`config.mk`:
```
export PLATFORM = sky130hd
export DESIGN_NAME = e2qr_div
export DESIGN_NICKNAME = d
export VERILOG_FILES = /design/src/e2qr_pkg.sv /design/src/e2qr_div.sv
export SDC_FILE = /design/constraint.sdc
export NUM_CORES = 1
export LEC_CHECK = 0
export ABC_AREA = 1
export BUFFER_PORTS_ARGS = -buffer_cell sky130_fd_sc_hd__buf_2
export CORE_ASPECT_RATIO = 1.2
export CORE_MARGIN = 2
export CORE_UTILIZATION = 45
export DETAILED_ROUTE_END_ITERATION = 6
export PLACE_DENSITY_LB_ADDON = 0.25
export SYNTH_ARGS = -nofsm -noshare
export SYNTH_HDL_FRONTEND = slang
export SYNTH_SLANG_ARGS = --single-unit
```
`constraint.sdc`:
```
create_clock -name clk -period 2.9 [get_ports clk]
set_input_delay 0.29 -clock clk [delete_from_list [all_inputs] [get_ports clk]]
set_output_delay 0.29 -clock clk [all_outputs]
set_load 0.1 [all_outputs]
```
`src/e2qr_pkg.sv`:
```
// ----------------------------------------------------------------------------
// e2qr_pkg
// Shared constants, types and the arctangent table for the Euler to
// quaternion rate block.
// ----------------------------------------------------------------------------
package e2qr_pkg;

  // quotient bits produced by the rate divider
  localparam int QUO_W = 24;

  // CORDIC constants, Q.30 radians
  localparam logic signed [35:0] HALF_PI_Q30   = 36'sd1686629713;
  localparam logic signed [35:0] PI_Q30        = 36'sd3373259426;
  localparam logic signed [33:0] CORDIC_START  = 34'sd652032874;

  // divider status back to the sequencer
  typedef struct packed {
    logic             done;
    logic             ovf;
    logic [QUO_W-1:0] quo;
  } div_res_t;

  // atan(2^-i) in Q.30
  function automatic logic [31:0] atan_q30(input logic [4:0] i);
    logic [31:0] v;
    case (i)
      5'd0:    v = 32'd843314857;
      5'd1:    v = 32'd497837829;
      5'd2:    v = 32'd263043837;
      5'd3:    v = 32'd133525159;
      5'd4:    v = 32'd67021687;
      5'd5:    v = 32'd33543516;
      5'd6:    v = 32'd16775851;
      5'd7:    v = 32'd8388437;
      5'd8:    v = 32'd4194283;
      5'd9:    v = 32'd2097149;
      5'd10:   v = 32'd1048576;
      5'd11:   v = 32'd524288;
      5'd12:   v = 32'd262144;
      5'd13:   v = 32'd131072;
      5'd14:   v = 32'd65536;
      5'd15:   v = 32'd32768;
      5'd16:   v = 32'd16384;
      5'd17:   v = 32'd8192;
      5'd18:   v = 32'd4096;
      5'd19:   v = 32'd2048;
      5'd20:   v = 32'd1024;
      5'd21:   v = 32'd512;
      5'd22:   v = 32'd256;
      5'd23:   v = 32'd128;
      default: v = 32'd0;
    endcase
    return v;
  endfunction

endpackage

```
`src/e2qr_div.sv`:
```
// ----------------------------------------------------------------------------
// e2qr_div
// Restoring unsigned divider, one quotient bit per cycle, with an overflow
// check for quotients that do not fit the quotient width.
// ----------------------------------------------------------------------------
module e2qr_div #(
  parameter int NUM_W = 52,
  parameter int DEN_W = 29
) (
  input  logic                   clk,
  input  logic                   rst,
  input  logic                   start,
  input  logic [NUM_W-1:0]       num,
  input  logic [DEN_W-1:0]       den,
  output e2qr_pkg::div_res_t     res
);

  localparam int QW  = e2qr_pkg::QUO_W;
  localparam int W   = (NUM_W > DEN_W + QW) ? NUM_W : DEN_W + QW;
  localparam int CW  = $clog2(QW + 1);

  logic [W-1:0]  rem;
  logic [W-1:0]  dsh;
  logic [QW-1:0] qbits;
  logic [CW-1:0] cnt;
  logic          busy;
  logic          ovf;
  logic          done;
  logic          ge;

  assign ge = (rem >= dsh);

  // one compare and subtract per cycle, first step only checks overflow
  always_ff @(posedge clk) begin
    if (rst) begin
      busy <= 1'b0;
      done <= 1'b0;
      cnt  <= '0;
    end else begin
      done <= 1'b0;
      if (start) begin
        busy <= 1'b1;
        cnt  <= '0;
        rem  <= W'(num);
        dsh  <= W'(den) << QW;
      end else if (busy) begin
        dsh <= dsh >> 1;
        if (cnt == '0) begin
          ovf <= ge;
        end else begin
          qbits <= {qbits[QW-2:0], ge};
          if (ge) begin
            rem <= rem - dsh;
          end
        end
        if (cnt == CW'(QW)) begin
          busy <= 1'b0;
          done <= 1'b1;
        end
        cnt <= cnt + 1'b1;
      end
    end
  end

  assign res.done = done;
  assign res.ovf  = ovf;
  assign res.quo  = qbits;

endmodule
```
==> results.ini <==
[yosys]
yosys.area_share.adder_pct=6.90
yosys_most_used_dff=edfxtp_1
synth_seq_area_share_pct=39.7
postSynth.asyncResetShare_pct=0
yosysTopAreaCell=edfxtp_1
ys_types=38
synthTopCellsByArea=edfxtp_1, nand2_1, inv_1
synth.top_cell.area_share_pct=38.3
synth_top_cells_by_count=nand2_1, inv_1, edfxtp_1
synth.avg_cell_area_um2=6.87
synth_top_family_by_area=simple AND/OR/NAND/NOR gates
yosys.area_share.simple_pct=34.3
synth-edff-count=131
ys_ff_latch=138
ys_warn_count=0
yosys.area_share.xor_xnor_pct=1.19
synth_compound_area_share_pct=5.74
netlist_instances=1494
synth_mux_area_share_pct=0
synth_fp_nets=1634
netlist_area_um2=10300
synth_most_common_cell=nand2_1

[floorplanning]
die_h_um=169
rows=60
die_w_um=142
core_um2=22400
die-area_um2=24100
io_pins=110
initial_core_util_pct=45.8

[sta]
max_freq_mhz=382
finalCritPeriodShare_pct=90.2
finalCriticalPeriod_ps=2620
setup_viol=0
worst_pin_slew_ps=672
setup_slack_ps=284
slew_viol_final=0
final-hold-violation-count=0
skew_ps=11.2
tns_ps=0
finalHoldWorstSlack_ps=109
relSlewSlack_pct=55.2
rsz0062_at_grt=no

[clock_tree]
clkSlewWorstSetupHoldPaths_ps=70
numCtsBuffers=17
cts-htree-levels=4
clk_path_buf_depth=2
cts_sinks=138
cts-root-buf=clkbuf_16
cts_tree=yes
ctsResizeCount=0
clk_latency_ps=440
cts_setup_buffers=0
hold_buffers=0

[place]
dpl.hpwl_um=23400
dp_slack_ps=282
gp_congestion=0.979
portBuffers=109

[setup_path]
cp-end-kind=register
worstPathMaxFanout=32
startpoint_type=register
criticalPathCategory=reg -> reg
crit_required_ps=3030
worstPathArrival_ps=2740

[drt]
drtPass1Iterations=5
route.detailed.drc=0
vias_per_cell=4.94
totalWireLength_um=28700
wl_per_cell_um=15.1
drtIter0Drc=502
vias=9405
ant_nets=0

[global_routing]
top_usage_layer=met2
use_met1_pct=27.9
use_met3_pct=4.49
grt_max_degree=75
grt_pass1_wl_um=44900
overflow=0
antenna_found_initial=0
grt_use_met2_pct=43.3
grtUsageTotal_pct=24.5
grt_pass1_vias=9055

[run]
maxCapViolCount=0

[cells_and_area]
nNetsFinal=1750
drive_above_1_share_pct=13.4
n_antenna_cell=0
area_growth_pct=15.0
utilization_pct=52.6

[outcome]
status=finished clean

[pwr]
p_per_area_nw_per_um2=555
p_leak_nw=6.15
fin_total_pwr_w=0.00655
worst_ir_drop_vdd_mv=0.355

[worst_hold_path]
hold_path.class=in -> reg

## metal layers
metal  vias up  share of wire, %
met3        84               5.0
met4         0               4.9
met5         -                 0
met2       253                50
met1      4191                40
li1       4877                 -
## critical path: stages, from the launching register on
cell and delay, ps:
edfxtp_1 370, ha_1 370, nand2_1 120, nor2_1 240, nand2_1 150, inv_1 90, nand3_1 80, nand3_1 190
nand3_1 120, nand3_2 110, nand2_1 60, nand2_2 110, buf_12 220
## through the flow
step,instance area (um2),cells
after global placement,11200,1870
after detailed placement,11200,1870
after floorplan,10300,1494
after CTS,11800,1902
after global routing,11800,1902
final,11800,1902
## power breakdown
group	internal (W)	switching (W)
Sequential	0.00236	0.0000405
Combinational	0.000629	0.00130
Clock	0.00116	0.00106
## sequential cells by signal (all words and copies together), names as in the netlist
register	flops
ovf	1
cnt	5
qbits	24
rem	53
done	1
busy	1
dsh	53
## kinds of logic after synthesis
kind of cell             count (synthesis)
AO/OA/AOI/OAI                          111
XOR/XNOR                                14
adder cells (fa/ha/maj)                 56
buffers and inverters                  332
flip-flops                             138
AND/OR/NAND/NOR                        843
## area by class of cell
class | count | area (um2)
Fill cell | 2313 | 10600
Multi-Input combinational cell | 1024 | 4950
Sequential cell | 138 | 4070
Inverter | 309 | 1160
Timing Repair Buffer | 120 | 681
Clock buffer | 17 | 425
Tap cell | 279 | 349
Clock inverter | 15 | 174
## worst paths after layout
check | from | endpoint | slack, ps | depth (start not counted)
setup / recovery | rem[20] | rem[26] | 280 | 12
setup reg to reg | rem[20] | rem[26] | 280 | 12
hold reg to reg | qbits[2] | qbits[3] | 440 | 0
hold / removal | den[28] | dsh[52] | 110 | 3
## cells in the final DEF, fill, tap and decap left out, types with 5 or more instances in the layout
| master | count |
|---|---|
| or2_2 | 11 |
| nand4_1 | 11 |
| dfxtp_1 | 7 |
| xor2_1 | 6 |
| ha_1 | 55 |
| o21bai_1 | 7 |
| nor4_1 | 5 |
| clkinv_1 | 5 |
| nor3_1 | 10 |
| nand2_2 | 15 |
| xnor2_1 | 8 |
| buf_2 | 108 |
| clkbuf_16 | 17 |
| a21oi_1 | 48 |
| inv_8 | 6 |
| nand2_1 | 571 |
| nand3_1 | 90 |
| nor2_2 | 21 |
| inv_2 | 8 |
| inv_1 | 296 |
| edfxtp_1 | 131 |
| nor2_1 | 93 |
| o21ai_0 | 45 |
| buf_4 | 8 |
No activity file was read; power rests on OpenSTA's default activity.
